### config.mk
export PLATFORM = sky130hd
export DESIGN_NAME = afb_walk
export DESIGN_NICKNAME = d
export VERILOG_FILES = /design/src/design/afb_pkg.sv /design/src/design/afb_walk.sv
export SDC_FILE = /design/constraint.sdc
export NUM_CORES = 1
export LEC_CHECK = 0
export BUFFER_PORTS_ARGS = -buffer_cell sky130_fd_sc_hd__buf_2
export CAP_MARGIN = 40
export CORE_MARGIN = 5
export CORE_UTILIZATION = 30
export DETAILED_ROUTE_END_ITERATION = 10
export GPL_TIMING_DRIVEN = 1
export PLACE_DENSITY = 0.54
export SLEW_MARGIN = 5
export SYNTH_ARGS = -nofsm -noshare
export SYNTH_HDL_FRONTEND = slang
export SYNTH_SLANG_ARGS = --single-unit
### constraint.sdc
create_clock -name clk -period 10.6 [get_ports clk]
set_input_delay 0.53 -clock clk [delete_from_list [all_inputs] [get_ports clk]]
set_output_delay 0.53 -clock clk [all_outputs]
set_load 0.02 [all_outputs]
### src/design/afb_pkg.sv
// ---------------------------------------------------------------------------
// afb_pkg
// Shared constants, types and helpers of the affine feedback frame blend.
// ---------------------------------------------------------------------------
package afb_pkg;

  localparam int MAX_WIDTH  = 512;
  localparam int MAX_HEIGHT = 512;
  localparam int BANK_WORDS = MAX_WIDTH * MAX_HEIGHT;
  localparam int AW         = $clog2(BANK_WORDS);
  localparam int COL_W      = $clog2(MAX_WIDTH);
  localparam int ROW_W      = $clog2(MAX_HEIGHT);
  localparam int DIM_MAX    = (MAX_WIDTH > MAX_HEIGHT) ? MAX_WIDTH : MAX_HEIGHT;
  localparam int DIM_W      = $clog2(DIM_MAX + 1);

  localparam int CFG_DIM_W  = 10;
  localparam int CFG_IDX_W  = 3;
  localparam int CFG_DATA_W = 32;
  localparam int POS_W      = 32;
  localparam int INT_W      = 16;
  localparam int SRC_W      = 32;
  localparam int PIX_W      = 24;
  localparam int OUT_W      = 25;
  localparam int WGT_W      = 3;
  localparam int SUM_W      = OUT_W + 2;

  localparam int PROD_W = INT_W + DIM_W + 1;
  localparam int IDX_W  = PROD_W + 1;
  localparam int WA_W   = ROW_W + DIM_W;

  localparam logic [PIX_W-1:0] PIXEL_MASK = 24'hfcfcff;
  localparam logic [DIM_W-1:0] WIDTH_MAX  = DIM_W'(MAX_WIDTH);
  localparam logic [DIM_W-1:0] HEIGHT_MAX = DIM_W'(MAX_HEIGHT);
  localparam logic [AW-1:0]    BANK_LAST  = AW'(BANK_WORDS - 1);
  localparam logic [WGT_W-1:0] WGT_MIN    = 3'd3;
  localparam logic [WGT_W-1:0] WGT_MAX    = 3'd5;

  typedef enum logic [CFG_IDX_W-1:0] {
    REG_FRAME_WIDTH  = 3'd0,
    REG_FRAME_HEIGHT = 3'd1,
    REG_STEP_X       = 3'd2,
    REG_STEP_Y       = 3'd3,
    REG_START_X      = 3'd4,
    REG_START_Y      = 3'd5,
    REG_BLEND_WEIGHT = 3'd6
  } reg_index_t;

  typedef struct packed {
    logic [CFG_DIM_W-1:0] frame_width;
    logic [CFG_DIM_W-1:0] frame_height;
    logic [POS_W-1:0]     step_x;
    logic [POS_W-1:0]     step_y;
    logic [POS_W-1:0]     start_x;
    logic [POS_W-1:0]     start_y;
    logic [WGT_W-1:0]     blend_weight;
  } cfg_t;

  typedef struct packed {
    logic signed [INT_W-1:0] ix;
    logic signed [INT_W-1:0] iy;
    logic [COL_W-1:0]        col;
    logic [ROW_W-1:0]        row;
    logic                    bank;
    logic                    eof;
    logic [PIX_W-1:0]        pixel;
  } walk_item_t;

  typedef struct packed {
    logic signed [PROD_W-1:0] prod;
    logic signed [INT_W-1:0]  ix;
    logic [AW-1:0]            wr_addr;
    logic                     bank;
    logic                     eof;
    logic [PIX_W-1:0]         pixel;
  } addr_item_t;

  function automatic logic [DIM_W-1:0] clamp_dim(input logic [CFG_DIM_W-1:0] v,
                                                 input logic [DIM_W-1:0] maxv);
    logic [CFG_DIM_W+DIM_W-1:0] ve;
    logic [CFG_DIM_W+DIM_W-1:0] me;
    logic [DIM_W-1:0]           r;
    ve = (CFG_DIM_W + DIM_W)'(v);
    me = (CFG_DIM_W + DIM_W)'(maxv);
    if (ve == '0) begin
      r = DIM_W'(1);
    end else if (ve > me) begin
      r = maxv;
    end else begin
      r = ve[DIM_W-1:0];
    end
    return r;
  endfunction

endpackage

### src/design/afb_walk.sv
// ---------------------------------------------------------------------------
// afb_walk
// Raster counters, sample position walker and bank toggle.
// ---------------------------------------------------------------------------
module afb_walk (
  input  logic                     clk,
  input  logic                     rst,
  input  afb_pkg::cfg_t            cfg,
  input  logic [afb_pkg::DIM_W-1:0] w,
  input  logic [afb_pkg::DIM_W-1:0] h,
  input  logic                     accept,
  input  logic [afb_pkg::SRC_W-1:0] source_pixel,
  output afb_pkg::walk_item_t      item
);
  import afb_pkg::*;

  logic [COL_W-1:0] column_count;
  logic [ROW_W-1:0] row_count;
  logic [POS_W-1:0] sample_x;
  logic [POS_W-1:0] sample_y;
  logic [POS_W-1:0] row_start_x;
  logic [POS_W-1:0] row_start_y;
  logic             read_bank;

  logic [COL_W-1:0] col;
  logic [ROW_W-1:0] row;
  logic             frame_start;
  logic             line_start;
  logic             line_end;
  logic             frame_end;
  logic [POS_W-1:0] rsx;
  logic [POS_W-1:0] rsy;
  logic [POS_W-1:0] sx;
  logic [POS_W-1:0] sy;

  always_comb begin
    col = (DIM_W'(column_count) < w) ? column_count : COL_W'(w - DIM_W'(1));
    row = (DIM_W'(row_count) < h) ? row_count : ROW_W'(h - DIM_W'(1));
    frame_start = (column_count == '0) && (row_count == '0);
    line_start  = (column_count == '0);
    rsx = frame_start ? cfg.start_x : row_start_x;
    rsy = frame_start ? cfg.start_y : row_start_y;
    sx  = line_start ? rsx : sample_x;
    sy  = line_start ? rsy : sample_y;
    line_end  = (DIM_W'(col) + DIM_W'(1)) >= w;
    frame_end = line_end && ((DIM_W'(row) + DIM_W'(1)) >= h);

    item.ix    = sx[POS_W-1:POS_W-INT_W];
    item.iy    = sy[POS_W-1:POS_W-INT_W];
    item.col   = col;
    item.row   = row;
    item.bank  = read_bank;
    item.eof   = frame_end;
    item.pixel = source_pixel[PIX_W-1:0] & PIXEL_MASK;
  end

  always_ff @(posedge clk) begin
    if (rst) begin
      column_count <= '0;
      row_count    <= '0;
      sample_x     <= '0;
      sample_y     <= '0;
      row_start_x  <= '0;
      row_start_y  <= '0;
      read_bank    <= 1'b0;
    end else if (accept) begin
      sample_x <= sx + cfg.step_x;
      sample_y <= sy + cfg.step_y;
      if (line_end) begin
        column_count <= '0;
        row_start_x  <= rsx - cfg.step_y;
        row_start_y  <= rsy + cfg.step_x;
        if (frame_end) begin
          row_count <= '0;
          read_bank <= ~read_bank;
        end else begin
          row_count <= row + ROW_W'(1);
        end
      end else begin
        column_count <= col + COL_W'(1);
        row_count    <= row;
        row_start_x  <= rsx;
        row_start_y  <= rsy;
      end
    end
  end

endmodule

# Yosys cells after proc, flatten, opt, wreduce, memory -nomap -nowiden
# Cells that the tools add are included.
[totals] input_bits=206 word_cells=38 register_bits=147 output_inout_bits=76
[classes] bitwise_logic=1 add_sub_neg=10 n_mux=11 reduce_logical=5 magnitude_cmp=4
[op_table] op="$mux W32" n=6
[op_table] op="$add A32 B32 Y32" n=3
[op_table] op="$mux W9" n=5
[op_table] op="$sub A32 B32 Y32" n=1
[op_table] op="$add A9 B1 Y10 const B" n=2
[op_table] op="$ge A10 B10 Y1" n=2
[op_table] op="$lt A9 B10 Y1" n=2
[op_table] op="$add A9 B1 Y9 const B" n=2
[op_table] op="$logic_not A9 Y1" n=2
[op_table] op="$sub A9 B1 Y9 const B" n=2
[op_table] op="$reduce_and A3 Y1" n=1
[op_table] op="$logic_and A1 B1 Y1" n=2
[op_table] op="$not A1 Y1" n=1

# Longest topological paths before layout
[logic_depth] word_depth=7 mapped_depth=25

# Worst setup path after synthesis
# OpenSTA, ideal clock, no wires.
[synth_path] path_type="in2out" start="input w[3] in the netlist's numbering" end="output item[24] in the netlist's numbering" stages=21 arrival_ps=4948 slack_ps=5122 n_path_buf=5 cell_sequence="clkinv_1 -> ha_1 -> inv_1 -> o21ai_0 -> a31oi_1 -> o31a_1 -> buf_2 -> buf_2 -> o21ai_0 -> ha_1 -> nand4_1 -> mux2i_1 -> xor2_1 -> ha_1 -> a2111oi_0 -> o211ai_1 -> nand2_1 -> clkbuf_1 -> buf_1 -> nor2_1 -> buf_4"
[synth_rtl] element="start, declared" line_no="afb_walk.sv:9" source="input logic [afb_pkg::DIM_W-1:0] w,"
[synth_rtl] element="end, declared" line_no="afb_walk.sv:13" source="output afb_pkg::walk_item_t item"

# Final worst setup path
[layout_path] start="register column_count[0]" end="register sample_x[30]"
[layout_via] elab_chain_cells=5
[layout_rtl] element="start, declared" line_no="afb_walk.sv:17" source="logic [COL_W-1:0] column_count;"
[layout_rtl] element="start signal, assigned" line_no="afb_walk.sv:80" source="column_count <= col + COL_W'(1);"
[layout_rtl] element="$logic_not A9 Y1 (*)" line_no="afb_walk.sv:39, afb_walk.sv:40"
[layout_rtl] element="$logic_and A1 B1 Y1" line_no="afb_walk.sv:39" source="frame_start = (column_count == '0) && (row_count == '0);"
[layout_rtl] element="$mux W32" line_no="afb_walk.sv:41" source="rsx = frame_start ? cfg.start_x : row_start_x;"
[layout_rtl] element="$mux W32 (*)" line_no="afb_walk.sv:43" source="sx = line_start ? rsx : sample_x;"
[layout_rtl] element="$add A32 B32 Y32 (*)" line_no="afb_walk.sv:67" source="sample_x <= sx + cfg.step_x;"
[layout_rtl] element="end signal, assigned" line_no="afb_walk.sv:67"
[layout_rtl] element="end, declared" line_no="afb_walk.sv:19" source="logic [POS_W-1:0] sample_x;"
# Mark *: on every way between the ends. The rest lies on a longest branch, timed or not.
# A chain may end at the register's enable or synchronous reset.

==> metrics.txt <==
outcome finished clean; switching power 1.07 mW; antenna violations before repair 7; largest net degree at the start of global routing 76; number of synthesized register bits 147; most common cell after layout, fill and taps aside nor2_1; Synth top area share 19.2%; number of global-route vias before repair 14500; Final Cell Area 0.0175 mm^2; Placed Area 0.0169 mm^2; synthesis-to-layout area growth 13.9%; HP Class input port to flop; most frequent cells in the layout nor2_1, buf_2, ha_1; main flop type after synthesis dfxtp_1; Distinct cells, synth 76; Clock Skew 16.1 ps; Avg Inst Size Synth 7.80 um^2; nets@finish 2471; Post-CTS Resized 0; final setup TNS 0 ps; Initial Util 30.4%; clock transition at the registers of the reported paths 70 ps; Yosys warnings 0; multi-input logic area 0.0115 mm^2; CTS Buf Count 17; post-synthesis cell count 1966; initial DRC count 918; number of post-CTS setup repair buffers 0; PortBufs 202; Final Hold Vio Count 0; first-pass GRT wire length 83100 um; maximum vdd drop 0.0922 mV; CTS tree yes; post-route minimum period 6430 ps; drt first pass iters 5; antenna-violating nets left 0; row count 82; DP Wirelength 42000 um; routed vias 15000; slew margin rel. 42.3%; Layout fillers 5346; final setup fails 0; final core occ 34.7%; clock buffer depth 2; switch share 41.1%; Comb power frac 50.6%; die area 0.0557 mm^2; post-synth top area cell dfxtp_1; crit path DAT 6810 ps; clk root buf clkbuf_16; Overflow after GRT 0; Max Fclk 0.155 GHz; sequential share of power 25.1%; Die Wd 236 um; clock power share 24.3%; CTS sink count 147; Post-synth EDFFs 0; final slew viol count 0; Setup crit end kind flop; post-synthesis cell area 0.0153 mm^2; critical path peak fanout 43; io pins 282; GPL Wtd Cong 0.872; Lkg Pwr 8.19 nW; total routed wirelength 54700 um; P_int 1.54 mW; Async SR Flop Fraction 0%; CTS HTree Levels 4; CTS Hold Bufs 0; Core ar. 0.0504 mm^2; FF+latch area 0.00294 mm^2; layout cells sized above 1 18.1%; element type at the critical path start flop; Tcrit/Tclk final 60.7%; register area share after synthesis 19.2%; Die Ht 236 um; Routed wire per std cell 19.6 um; RSZ-0062 raised after global routing false; total track usage 18.8%; synth top area cells dfxtp_1, ha_1, mux2_2; Pwr per Cell Area 150 mW/mm^2; Design Power 2.62 mW; drc violations 0; crit path kind flop to flop; Via density 5.40; Worst-Skew Late Latency 490 ps; max cap viols 0; Tightest Pin Transition 862 ps; WP data required 10980 ps
final timing paths:
check | start | to | slack, ps | cells past startpoint
setup / recovery | column_count[0] | sample_x[30] | 4170 | 17
setup reg to reg | column_count[0] | sample_x[30] | 4170 | 17
hold reg to reg | sample_y[28] | sample_y[28] | 450 | 2
hold / removal | cfg[67] | sample_y[0] | 430 | 4
stage by stage:
step	hold WS, ps	setup slack [ps]	cells
after global placement	432	3730	2745
after global routing	466	3770	2782
final	428	4170	2786
after detailed placement	440	4030	2750
after CTS	402	4250	2782
after floorplan	420	5120	1969
synth_stat cells (10+ instances only):
cell,instances
buf_4,26
xnor2_1,86
and3_1,17
nand4_1,17
a21oi_1,144
or3_1,10
mux2_2,104
nor2b_1,24
nand3_1,51
a311oi_1,27
a22oi_1,10
nor3_1,38
clkbuf_1,66
nand2_1,157
o21ai_0,108
nor2_1,205
a21o_1,72
a31oi_1,18
nand2b_1,20
inv_1,99
dfxtp_1,147
a211oi_1,47
xor2_1,35
ha_1,164
o21bai_1,19
o211ai_1,10
o21a_1,15
mux2i_1,73
state kept, by name (all words and copies together), names as in the netlist:
name          flops
row_start_y      32
row_start_x      32
column_count      9
sample_x         32
row_count         9
read_bank         1
sample_y         32
power by group through the flow:
stage	clock network, mW	registers (mW)	logic (mW)
final	0.636	0.657	1.32
after global routing	0.672	0.664	1.46
after CTS	0.655	0.656	1.32
after detailed placement	0	0.667	1.31
after global placement	0	0.664	1.29
after floorplan	0	0.658	1.00
final cells by class:
class | instances | area share (%)
multi-input cells | 1611 | 66.0
clock inverters | 10 | 0.609
clock buffers | 22 | 2.72
diodes | 4 | 0.0573
well taps | 672 | 4.81
inverters | 101 | 2.17
flip-flops and latches | 147 | 16.8
repair buffers | 219 | 6.78
per-layer routing:
metal / GRT usage [%] / up-vias / routed length (um)
met3: 3.32 / 72 / 3220
li1: - / 7422 / -
met1: 25.1 / 7086 / 25000
met4: 5.47 / 4 / 1150
met5: 0 / - / 19
met2: 31.0 / 457 / 25200
cell families after synthesis:
logic type,after synthesis,share of synthesized area [%]
AND/OR/NAND/NOR,578,17.2
AO/OA/AOI/OAI,563,24.5
buffers and inverters,211,5.88
multiplexers,177,12.4
adder cells (fa/ha/maj),168,13.9
flip-flops,147,19.2
XOR/XNOR,121,6.91
other,1,0.0245
critical path: stages, from the launching register on:
cell and delay, ps:
dfxtp_1 350, nor4_1 620, nand3_4 400, nor2_4 190, buf_4 620, buf_4 550, mux2_2 430, mux2_2 270
ha_1 360, a21o_1 190, a21oi_1 190, o211ai_1 130, a21o_1 180, a221oi_1 670, nor3_1 210, a2111oi_4 450
a21oi_1 170, a221o_1 300
No activity file was read; power rests on OpenSTA's default activity.
