<file path="config.mk">
export PLATFORM = sky130hd
export DESIGN_NAME = afb_addr
export DESIGN_NICKNAME = d
export VERILOG_FILES = /design/src/design/afb_pkg.sv /design/src/design/afb_addr.sv
export SDC_FILE = /design/constraint.sdc
export NUM_CORES = 1
export LEC_CHECK = 0
export ABC_CLOCK_PERIOD_IN_PS = 5550
export BUFFER_PORTS_ARGS = -buffer_cell sky130_fd_sc_hd__buf_2
export CAP_MARGIN = 30
export CORE_MARGIN = 3
export CORE_UTILIZATION = 32
export DETAILED_ROUTE_END_ITERATION = 7
export PLACE_DENSITY = 0.58
export SLEW_MARGIN = 20
export SYNTH_ARGS = -nofsm -noshare
export SYNTH_HDL_FRONTEND = slang
export SYNTH_SLANG_ARGS = --single-unit
</file>
<file path="constraint.sdc">
create_clock -name clk -period 5.55 [get_ports clk]
set_input_delay 0.555 -clock clk [delete_from_list [all_inputs] [get_ports clk]]
set_output_delay 0.555 -clock clk [all_outputs]
set_load 0.02 [all_outputs]
</file>
<file path="src/design/afb_pkg.sv">
// ---------------------------------------------------------------------------
// afb_pkg
// Shared constants, types and helpers of the affine feedback frame blend.
// ---------------------------------------------------------------------------
package afb_pkg;

  localparam int MAX_WIDTH  = 512;
  localparam int MAX_HEIGHT = 512;
  localparam int BANK_WORDS = MAX_WIDTH * MAX_HEIGHT;
  localparam int AW         = $clog2(BANK_WORDS);
  localparam int COL_W      = $clog2(MAX_WIDTH);
  localparam int ROW_W      = $clog2(MAX_HEIGHT);
  localparam int DIM_MAX    = (MAX_WIDTH > MAX_HEIGHT) ? MAX_WIDTH : MAX_HEIGHT;
  localparam int DIM_W      = $clog2(DIM_MAX + 1);

  localparam int CFG_DIM_W  = 10;
  localparam int CFG_IDX_W  = 3;
  localparam int CFG_DATA_W = 32;
  localparam int POS_W      = 32;
  localparam int INT_W      = 16;
  localparam int SRC_W      = 32;
  localparam int PIX_W      = 24;
  localparam int OUT_W      = 25;
  localparam int WGT_W      = 3;
  localparam int SUM_W      = OUT_W + 2;

  localparam int PROD_W = INT_W + DIM_W + 1;
  localparam int IDX_W  = PROD_W + 1;
  localparam int WA_W   = ROW_W + DIM_W;

  localparam logic [PIX_W-1:0] PIXEL_MASK = 24'hfcfcff;
  localparam logic [DIM_W-1:0] WIDTH_MAX  = DIM_W'(MAX_WIDTH);
  localparam logic [DIM_W-1:0] HEIGHT_MAX = DIM_W'(MAX_HEIGHT);
  localparam logic [AW-1:0]    BANK_LAST  = AW'(BANK_WORDS - 1);
  localparam logic [WGT_W-1:0] WGT_MIN    = 3'd3;
  localparam logic [WGT_W-1:0] WGT_MAX    = 3'd5;

  typedef enum logic [CFG_IDX_W-1:0] {
    REG_FRAME_WIDTH  = 3'd0,
    REG_FRAME_HEIGHT = 3'd1,
    REG_STEP_X       = 3'd2,
    REG_STEP_Y       = 3'd3,
    REG_START_X      = 3'd4,
    REG_START_Y      = 3'd5,
    REG_BLEND_WEIGHT = 3'd6
  } reg_index_t;

  typedef struct packed {
    logic [CFG_DIM_W-1:0] frame_width;
    logic [CFG_DIM_W-1:0] frame_height;
    logic [POS_W-1:0]     step_x;
    logic [POS_W-1:0]     step_y;
    logic [POS_W-1:0]     start_x;
    logic [POS_W-1:0]     start_y;
    logic [WGT_W-1:0]     blend_weight;
  } cfg_t;

  typedef struct packed {
    logic signed [INT_W-1:0] ix;
    logic signed [INT_W-1:0] iy;
    logic [COL_W-1:0]        col;
    logic [ROW_W-1:0]        row;
    logic                    bank;
    logic                    eof;
    logic [PIX_W-1:0]        pixel;
  } walk_item_t;

  typedef struct packed {
    logic signed [PROD_W-1:0] prod;
    logic signed [INT_W-1:0]  ix;
    logic [AW-1:0]            wr_addr;
    logic                     bank;
    logic                     eof;
    logic [PIX_W-1:0]         pixel;
  } addr_item_t;

  function automatic logic [DIM_W-1:0] clamp_dim(input logic [CFG_DIM_W-1:0] v,
                                                 input logic [DIM_W-1:0] maxv);
    logic [CFG_DIM_W+DIM_W-1:0] ve;
    logic [CFG_DIM_W+DIM_W-1:0] me;
    logic [DIM_W-1:0]           r;
    ve = (CFG_DIM_W + DIM_W)'(v);
    me = (CFG_DIM_W + DIM_W)'(maxv);
    if (ve == '0) begin
      r = DIM_W'(1);
    end else if (ve > me) begin
      r = maxv;
    end else begin
      r = ve[DIM_W-1:0];
    end
    return r;
  endfunction

endpackage

</file>
<file path="src/design/afb_addr.sv">
// ---------------------------------------------------------------------------
// afb_addr
// Two-stage address pipeline: sample and write products, then the clamped
// linear read address presented to the frame store.
// ---------------------------------------------------------------------------
module afb_addr (
  input  logic                      clk,
  input  logic                      rst,
  input  logic                      en,
  input  logic                      in_valid,
  input  afb_pkg::walk_item_t       item,
  input  logic [afb_pkg::DIM_W-1:0] w,
  input  logic [afb_pkg::AW-1:0]    pixel_last,
  output logic                      s2_valid,
  output afb_pkg::addr_item_t       s2,
  output logic [afb_pkg::AW-1:0]    rd_addr
);
  import afb_pkg::*;

  logic       s1_valid;
  walk_item_t s1;
  addr_item_t s2_next;

  logic [WA_W-1:0]         wa;
  logic signed [IDX_W-1:0] idx;

  always_comb begin
    s2_next.prod    = $signed(s1.iy) * $signed({1'b0, w});
    s2_next.ix      = s1.ix;
    wa = ({{DIM_W{1'b0}}, s1.row} * {{ROW_W{1'b0}}, w}) + WA_W'(s1.col);
    s2_next.wr_addr = wa[AW-1:0];
    s2_next.bank    = s1.bank;
    s2_next.eof     = s1.eof;
    s2_next.pixel   = s1.pixel;
  end

  always_comb begin
    idx = {s2.prod[PROD_W-1], s2.prod} + {{(IDX_W-INT_W){s2.ix[INT_W-1]}}, s2.ix};
    if (idx[IDX_W-1]) begin
      rd_addr = '0;
    end else if (idx > {{(IDX_W-AW){1'b0}}, pixel_last}) begin
      rd_addr = pixel_last;
    end else begin
      rd_addr = idx[AW-1:0];
    end
  end

  always_ff @(posedge clk) begin
    if (rst) begin
      s1_valid <= 1'b0;
      s2_valid <= 1'b0;
    end else if (en) begin
      s1_valid <= in_valid;
      s2_valid <= s1_valid;
    end
  end

  always_ff @(posedge clk) begin
    if (en) begin
      s1 <= item;
      s2 <= s2_next;
    end
  end

endmodule

</file>
After elaboration in Yosys (flattened, before gate mapping)
Index checks and enable logic that the tools add are counted.

Word-level logic and storage cells: 22. Bits in registers: 165. Input port bits: 108.

Order comparisons: 1. $add $sub $neg: 2. Multiplexer cells: 2. Multiply operators: 2.

Operators with widths (count): two-way mux 18 bit (2); adder 27 x 16 -> 28 bit (1); greater-than comparator 28 x 18 -> 1 bit (1); multiplier 16 x 11 -> 27 bit (1); adder 18 x 9 -> 18 bit (1); multiplier 9 x 10 -> 18 bit (1).

Logic depth before layout (Yosys ltp)
Gate-level depths: netlist of run 1.

Word-level depth: 4. Gate-level depth with buffers: 23. Mapped depth without buffers: 22.

Worst setup path after synthesis of run 1
OpenSTA, ideal clock, no wires.

Kind: input to register. Start: in w[2] (netlist bit). End: reg s2[86] (netlist bit), data pin. Data arrival time: 5.480 ns. Slack: -0.200 ns. Stages on the path: 21. Required time: 5.280 ns. Library setup time: 0.270 ns. Cells stage by stage: clkbuf_1 > nand2_1 > fa_1 > fa_1 > fa_1 > inv_1 > fa_1 > inv_1 > fa_1 > inv_1 > ha_1 > o21a_1 > o21a_1 > nand2b_1 > o21ai_0 > a311oi_1 > o31a_1 > o21ai_0 > o211ai_1 > a2111oi_0 > nor3b_1.

RTL lines: start, declared (line afb_addr.sv:12) `input logic [afb_pkg::DIM_W-1:0] w,`; end signal, assigned (line afb_addr.sv:61) `s2 <= s2_next;`; end, declared (line afb_addr.sv:15) `output afb_pkg::addr_item_t s2,`.

Worst setup path in the final report of run 1
Start: reg s2[45] (netlist bit). End: out rd_addr[8] (netlist bit).

Word-level cells in the longest chain between the ends: 4.

RTL lines: adder 27 x 16 -> 28 bit * (line afb_addr.sv:38) `idx = {s2.prod[PROD_W-1], s2.prod} + {{(IDX_W-INT_W){s2.ix[INT_W-1]}}, s2.ix};`; greater-than comparator 28 x 18 -> 1 bit (line afb_addr.sv:41) `end else if (idx > {{(IDX_W-AW){1'b0}}, pixel_last}) begin`; two-way mux 18 bit (line afb_addr.sv:41); two-way mux 18 bit * (line afb_addr.sv:39) `if (idx[IDX_W-1]) begin`; end, declared (line afb_addr.sv:16) `output logic [afb_pkg::AW-1:0] rd_addr`.

Mark *: on every way between the ends. The rest lies on a longest branch, timed or not.

==> results.sh, run 1 <==
export IMPL_io_buffer_count=213
export IMPL_vias=11700
export IMPL_max_clock_freq_ghz=0.180
export IMPL_required_ns=4.99
export IMPL_ys_ff_latch=165
export IMPL_cts_hold_buffers=0
export IMPL_drc=0
export IMPL_wl_um=39900
export IMPL_violations="setup timing"
export IMPL_routabilityCongestion=0.865
export IMPL_core_rowCount=82
export IMPL_ant_nets=0
export IMPL_track_usage_pct=15.3
export IMPL_syn_area_per_cell_sq_um=10.5
export IMPL_syn_cell_area_sq_um=16400
export IMPL_insertion_delay_ns=0.48
export IMPL_fin_util_pct=40.9
export IMPL_p_leak_nw=9.82
export IMPL_clk_path_buf_depth=2
export IMPL_die_w_um=232
export IMPL_dpl_hpwl_um=32100
export IMPL_place_ws_ns=-0.479
export IMPL_setup_tns_ns=-0.0431
export IMPL_antenna_found_initial=4
export IMPL_syn_inst=1562
export IMPL_clk_pin_slew_ns=0.07
export IMPL_fin_total_pwr_mw=13.3
export IMPL_final_common_cell="inv_1"
export IMPL_cts_buffers=17
export IMPL_fin_skew_ns=0.00989
export IMPL_grt_pass1_wl_um=65000
export IMPL_hold_end="s1[32]$_DFFE_PP_"
export IMPL_first_pass_iters=5
export IMPL_cts_root_buf="clkbuf_16"
export IMPL_die_h_um=232
export IMPL_synth_nets=2035
export IMPL_yosysTopAreaCell="edfxtp_1"
export IMPL_slew_headroom_pct=53.9
export IMPL_status="complete, but fails checks"
export IMPL_final_cell_mix="inv_1, nand2_1, fa_1, buf_2, buf_4"
export IMPL_criticalPathCategory="reg2out"
export IMPL_reg2reg_depth=22
export IMPL_cap_violations=0
export IMPL_yosysWarnings=0
export IMPL_cts_tree="done"
export IMPL_worst_setup_path_start_kind="flip-flop"
export IMPL_holdCritStartpoint="item[32]"
export IMPL_slew_viol_final=0
export IMPL_worstPathMaxFanout=4
export IMPL_finalSetupViolCount=4
export IMPL_hold_depth=1
export IMPL_yosysTopAreaCellShare_pct=29.9
export IMPL_via_per_inst=4.50
export IMPL_io_pins=214
export IMPL_yosysSeqAreaShare_pct=30.2
export IMPL_critPathArrivalTime_ns=5.01
export IMPL_r2r_start="s1[49]$_DFFE_PP_"
export IMPL_areaGrowthSynthToFinish_pct=25.6
export IMPL_hp_class="in2reg"
export IMPL_drive_gt1_share_pct=25.9
export IMPL_synth_edf_count=163
export IMPL_power_per_cell_area_nw_per_um2=647
export IMPL_grt_pass1_vias=12600
export IMPL_tightest_slew_ns=0.692
export IMPL_cts_sinks=165
export IMPL_timing_rr_end="s2[86]$_DFFE_PP_"
export IMPL_num_nets_final=2390
export IMPL_async_flop_share_pct=0
export IMPL_rsz0062_at_grt="yes"
export IMPL_wl_per_cell_um=15.3
export IMPL_hold_viol=0
export IMPL_core_area_sq_um=50300
export IMPL_setup_ws_ns=-0.0145
export IMPL_start_util_pct=32.5
export IMPL_ys_types=58
export IMPL_htreeDepth=4
export IMPL_ir_drop_mv=0.694
export IMPL_finalCritPeriodShare_pct=100
export IMPL_ys_flop_type="edfxtp_1"
export IMPL_period_needed_ns=5.56
export IMPL_die_area_sq_um=53800
export IMPL_drtIter0Drc=537
export IMPL_r2r_slack_ns=0.01
export IMPL_synthTopCellsByArea="edfxtp_1, fa_1, ha_1, inv_1, nand2_1"
export IMPL_grt_ovfl_total=0
export IMPL_end_kind="primary output"
export IMPL_grt_max_degree=104
==> worst max-delay path by stage <==
stage	startpoint	to	slack, ns	cells after the start
after floorplan	w[7]	s2[86]$_DFFE_PP_	0.008	21
after global placement	w[2]	s2[86]$_DFFE_PP_	-0.26	22
after detailed placement	w[4]	s2[86]$_DFFE_PP_	-0.48	22
after CTS	s2[44]$_DFFE_PP_	rd_addr[14]	-0.20	23
after global routing	s2[45]$_DFFE_PP_	rd_addr[8]	-0.34	23
final	s2[45]$_DFFE_PP_	rd_addr[8]	-0.01	23
==> Yosys cell counts (3+ instances only) <==
cell / number
o31a_1: 3
nor4_1: 4
nor2b_1: 9
nor3_1: 8
nand2_1: 200
a211o_1: 4
o21bai_1: 7
inv_1: 316
or3_1: 4
and3_1: 3
a31oi_1: 8
ha_1: 158
nand2b_1: 7
fa_1: 207
xnor2_1: 52
and2_1: 111
o211a_1: 4
o21a_1: 14
edfxtp_1: 163
o21ai_0: 20
nor2_1: 37
nand3_1: 12
a21oi_1: 46
clkbuf_1: 48
a21o_1: 23
xor2_1: 13
a311oi_1: 4
mux2i_1: 21
nand4_1: 7
a211oi_1: 5
o211ai_1: 5
o21ai_1: 5
==> state kept, by name, summed over array words and instances (netlist names) <==
| register | flops |
|---|---|
| s1_valid | 1 |
| s2 | 87 |
| s1 | 76 |
| s2_valid | 1 |
==> worst max-delay path: stages (launching register included) <==
cell	delay (ns)
edfxtp_1	0.47
buf_6	0.16
inv_2	0.05
fa_2	0.24
nor2b_4	0.05
o31a_1	0.29
o41ai_4	0.33
a211oi_2	0.14
nand3b_1	0.21
nor2_2	0.16
xnor2_2	0.11
ha_4	0.31
nand4_1	0.10
nor4_2	0.27
buf_4	0.16
nand2_1	0.04
o211ai_1	0.14
o211ai_1	0.14
nor4_2	0.20
o2111a_2	0.34
buf_4	0.14
buf_8	0.11
mux2i_1	0.20
buf_4	0.16
==> routing by layer <==
layer,wire length (um),global-route usage (%),part of all wire [%],vias up
li1,-,-,-,5701
met1,16900,18.2,42,5744
met5,27,0,0.068,-
met2,20500,27.7,51,211
met4,975,5.17,2.4,4
met3,1540,2.80,3.9,62
==> stage by stage <==
step | area, sq um | std cells | hold slack, ns
2_1_floorplan | 16400 | 1562 | 0.400
3_5_place_dp | 19000 | 2514 | 0.405
5_1_grt | 20500 | 2603 | 0.218
3_3_place_gp | 19000 | 2514 | 0.400
6_report | 20500 | 2604 | 0.244
4_1_cts | 20100 | 2580 | 0.190
==> cell families after synthesis <==
| kind of cell | after synthesis | synth area share, % |
|---|---|---|
| flip-flops | 165 | 30.2 |
| adder cells (fa/ha/maj) | 365 | 37.4 |
| AND/OR/NAND/NOR | 413 | 12.1 |
| buffers and inverters | 369 | 8.65 |
| AO/OA/AOI/OAI | 164 | 6.84 |
| XOR/XNOR | 65 | 3.48 |
| multiplexers | 21 | 1.29 |
==> power by group <==
group          switching (mW)  total [mW]  internal (mW)
logic                    5.08        9.90           4.82
registers               0.146        2.12           1.97
clock network           0.553        1.27          0.718
==> what timing repair did <==
action | 4_1_cts | 5_1_grt
endpoints found under the setup margin | 20 | 30
resized for setup | 48 | 71
gates cloned | 2 | 0
pin swaps | 15 | 51
setup buffers | 32 | 26
==> final cells by class <==
type | count | area [sq um]
multi-input cells | 1028 | 10400
inverters | 316 | 1190
clock inverters | 15 | 191
repair buffers | 389 | 2560
flip-flops and latches | 165 | 4930
clock buffers | 17 | 425
diodes | 2 | 5.00
well taps | 672 | 841
fillers | 4865 | 29700
(Power assumes the default switching activity.)
==> inputs of run 2 (changes only) <==
CELL_PAD_IN_SITES_DETAIL_PLACEMENT = 1   (was default)
CELL_PAD_IN_SITES_GLOBAL_PLACEMENT = 1   (was default)
PLACE_DENSITY = 0.69   (was 0.58)
==> run 2 against run 1 <==
The flow still finishes with violations (setup timing). Fmax is 1.5% lower. Global-route usage is 1.5 points higher. Final area down 0.40%. Sequential cell count unchanged. Total power up 1.8%. Critical path type unchanged. Critical endpoint is now rd_addr[9].
==> results.sh, run 2 (same netlist as run 1, synthesis figures left out) <==
export IMPL_drtIter0Drc=434
export IMPL_holdCritStartpoint="item[1]"
export IMPL_criticalPathCategory="reg2out"
export IMPL_routabilityCongestion=0.834
export IMPL_hold_end="s1[1]$_DFFE_PP_"
export IMPL_final_cell_mix="inv_1, fa_1, buf_2, nand2_1, buf_4"
export IMPL_via_per_inst=4.61
export IMPL_die_area_sq_um=53800
export IMPL_core_rowCount=82
export IMPL_timing_rr_end="s2[86]$_DFFE_PP_"
export IMPL_clk_path_buf_depth=2
export IMPL_slew_headroom_pct=56.6
export IMPL_grt_max_degree=107
export IMPL_finalCritPeriodShare_pct=102
export IMPL_cts_tree="done"
export IMPL_ir_drop_mv=0.569
export IMPL_hold_depth=1
export IMPL_core_area_sq_um=50300
export IMPL_antenna_found_initial=6
export IMPL_setup_tns_ns=-1.05
export IMPL_tightest_slew_ns=0.651
export IMPL_top_regs="s2 x87, s1 x76"
export IMPL_critPathArrivalTime_ns=5.10
export IMPL_insertion_delay_ns=0.46
export IMPL_htreeDepth=4
export IMPL_setup_ws_ns=-0.102
export IMPL_drc=0
export IMPL_place_ws_ns=-0.461
export IMPL_wl_per_cell_um=17.1
export IMPL_grt_ovfl_total=0
export IMPL_final_common_cell="inv_1"
export IMPL_power_per_cell_area_nw_per_um2=661
export IMPL_finalSetupViolCount=16
export IMPL_dpl_hpwl_um=35500
export IMPL_cts_sinks=165
export IMPL_largest_reg_flops=87
export IMPL_cts_buffers=17
export IMPL_rsz0062_at_grt="yes"
export IMPL_io_pins=214
export IMPL_hold_viol=0
export IMPL_critical_path_top_delay_family="compound AO/OA/AOI/OAI gates"
export IMPL_r2r_slack_ns=-0.06
export IMPL_wl_um=44400
export IMPL_cap_violations=0
export IMPL_first_pass_iters=4
export IMPL_period_needed_ns=5.65
export IMPL_hp_class="in2reg"
export IMPL_slew_viol_final=0
export IMPL_cp_slowest_cell="edfxtp_1"
export IMPL_ant_nets=0
export IMPL_cts_hold_buffers=0
export IMPL_max_flop_register="s2"
export IMPL_r2r_start="s1[49]$_DFFE_PP_"
export IMPL_grt_pass1_wl_um=71100
export IMPL_io_buffer_count=213
export IMPL_track_usage_pct=16.8
export IMPL_drive_gt1_share_pct=26.5
export IMPL_die_w_um=232
export IMPL_crit_buf_inv=4
export IMPL_p_leak_nw=9.79
export IMPL_fin_skew_ns=0.0106
export IMPL_required_ns=4.99
export IMPL_num_nets_final=2384
export IMPL_slowest_delay_ns=0.44
export IMPL_status="complete, but fails checks"
export IMPL_cp_cell_sequence="ha_1, o21a_1, o2111a_2, a31oi_2, a21oi_2, a21o_1, a21oi_1, xnor2_1, ha_1, a211oi_2, nand2_1, a2111oi_2, buf_4, o211ai_1, nor4_2, o2111a_2, buf_4, buf_12, mux2i_1, buf_4"
export IMPL_violations="setup timing"
export IMPL_end_kind="primary output"
export IMPL_worstPathMaxFanout=5
export IMPL_max_clock_freq_ghz=0.177
export IMPL_vias=12000
export IMPL_clk_pin_slew_ns=0.07
export IMPL_fin_util_pct=40.7
export IMPL_cts_root_buf="clkbuf_16"
export IMPL_areaGrowthSynthToFinish_pct=25.1
export IMPL_cp_common_cell="buf_4"
export IMPL_reg2reg_depth=22
export IMPL_start_util_pct=32.5
export IMPL_die_h_um=232
export IMPL_worstSetupPathDepth=20
export IMPL_grt_pass1_vias=13700
export IMPL_worst_setup_path_start_kind="flip-flop"
[run 2: cell types whose count changed in the layout (fill, tap and decap cells not counted), moves of 4 or more]
cell / previous run / this run
nand2_1: 197 / 190
inv_1: 305 / 299
nand2_2: 3 / 9
inv_2: 11 / 16
mux2i_2: 0 / 5
mux2i_1: 20 / 16
[run 2: worst max path at each step]
stage	from	endpoint	slack, ns
2_1_floorplan	w[7]	s2[86]$_DFFE_PP_	0.008
3_3_place_gp	w[3]	s2[86]$_DFFE_PP_	-0.26
3_5_place_dp	w[3]	s2[86]$_DFFE_PP_	-0.46
4_1_cts	s2[45]$_DFFE_PP_	rd_addr[11]	-0.29
5_1_grt	s2[60]$_DFFE_PP_	rd_addr[3]	-0.44
6_report	s2[49]$_DFFE_PP_	rd_addr[9]	-0.10
[run 2: worst register-to-register path, delay by kind of cell, from the launching register on]
family / cells / cell delay, ns
fa+ha+maj: 6 / 2.57
compound gates: 6 / 1.08
simple gates: 5 / 0.60
buf+inv: 5 / 0.59
flops: 1 / 0.52
[run 2: layout make-up]
class	count	area, sq um
clock buffer	17	425
tap	672	841
sequential	165	4930
fill	5706	29800
multi-input combinational	1028	10400
antenna	4	10.0
timing repair buffer	383	2500
clock inverter	15	166
inverter	316	1190
[run 2: metrics by stage]
step,cell area (sq um),std cells,total power [mW],hold WS [ns]
finish,20500,2600,13.5,0.261
global route,20500,2599,15.0,0.218
CTS,20000,2575,13.0,0.205
detailed placement,19000,2516,11.4,0.405
global placement,19000,2516,11.0,0.400
floorplan,16400,1562,8.21,0.400
[run 2: timing repair]
item                       in CTS  in global routing
pin swaps                      17                 60
resized for setup              53                 78
setup endpoints to repair      22                 31
gates cloned                    2                  0
buffers inserted               25                 23
[run 2: metal layers]
| metal | routed length [um] | share of wire, % | vias up | global-route usage, % |
|---|---|---|---|---|
| li1 | - | - | 5673 | - |
| met1 | 18200 | 41 | 6062 | 19.1 |
| met2 | 23900 | 54 | 178 | 31.5 |
| met3 | 1300 | 2.9 | 68 | 2.96 |
| met4 | 1070 | 2.4 | 4 | 5.62 |
| met5 | 24 | 0.054 | - | 0 |
[run 2: report_power, final]
group	switching (mW)	internal (mW)
logic	5.33	4.87
clock network	0.567	0.638
registers	0.149	1.97
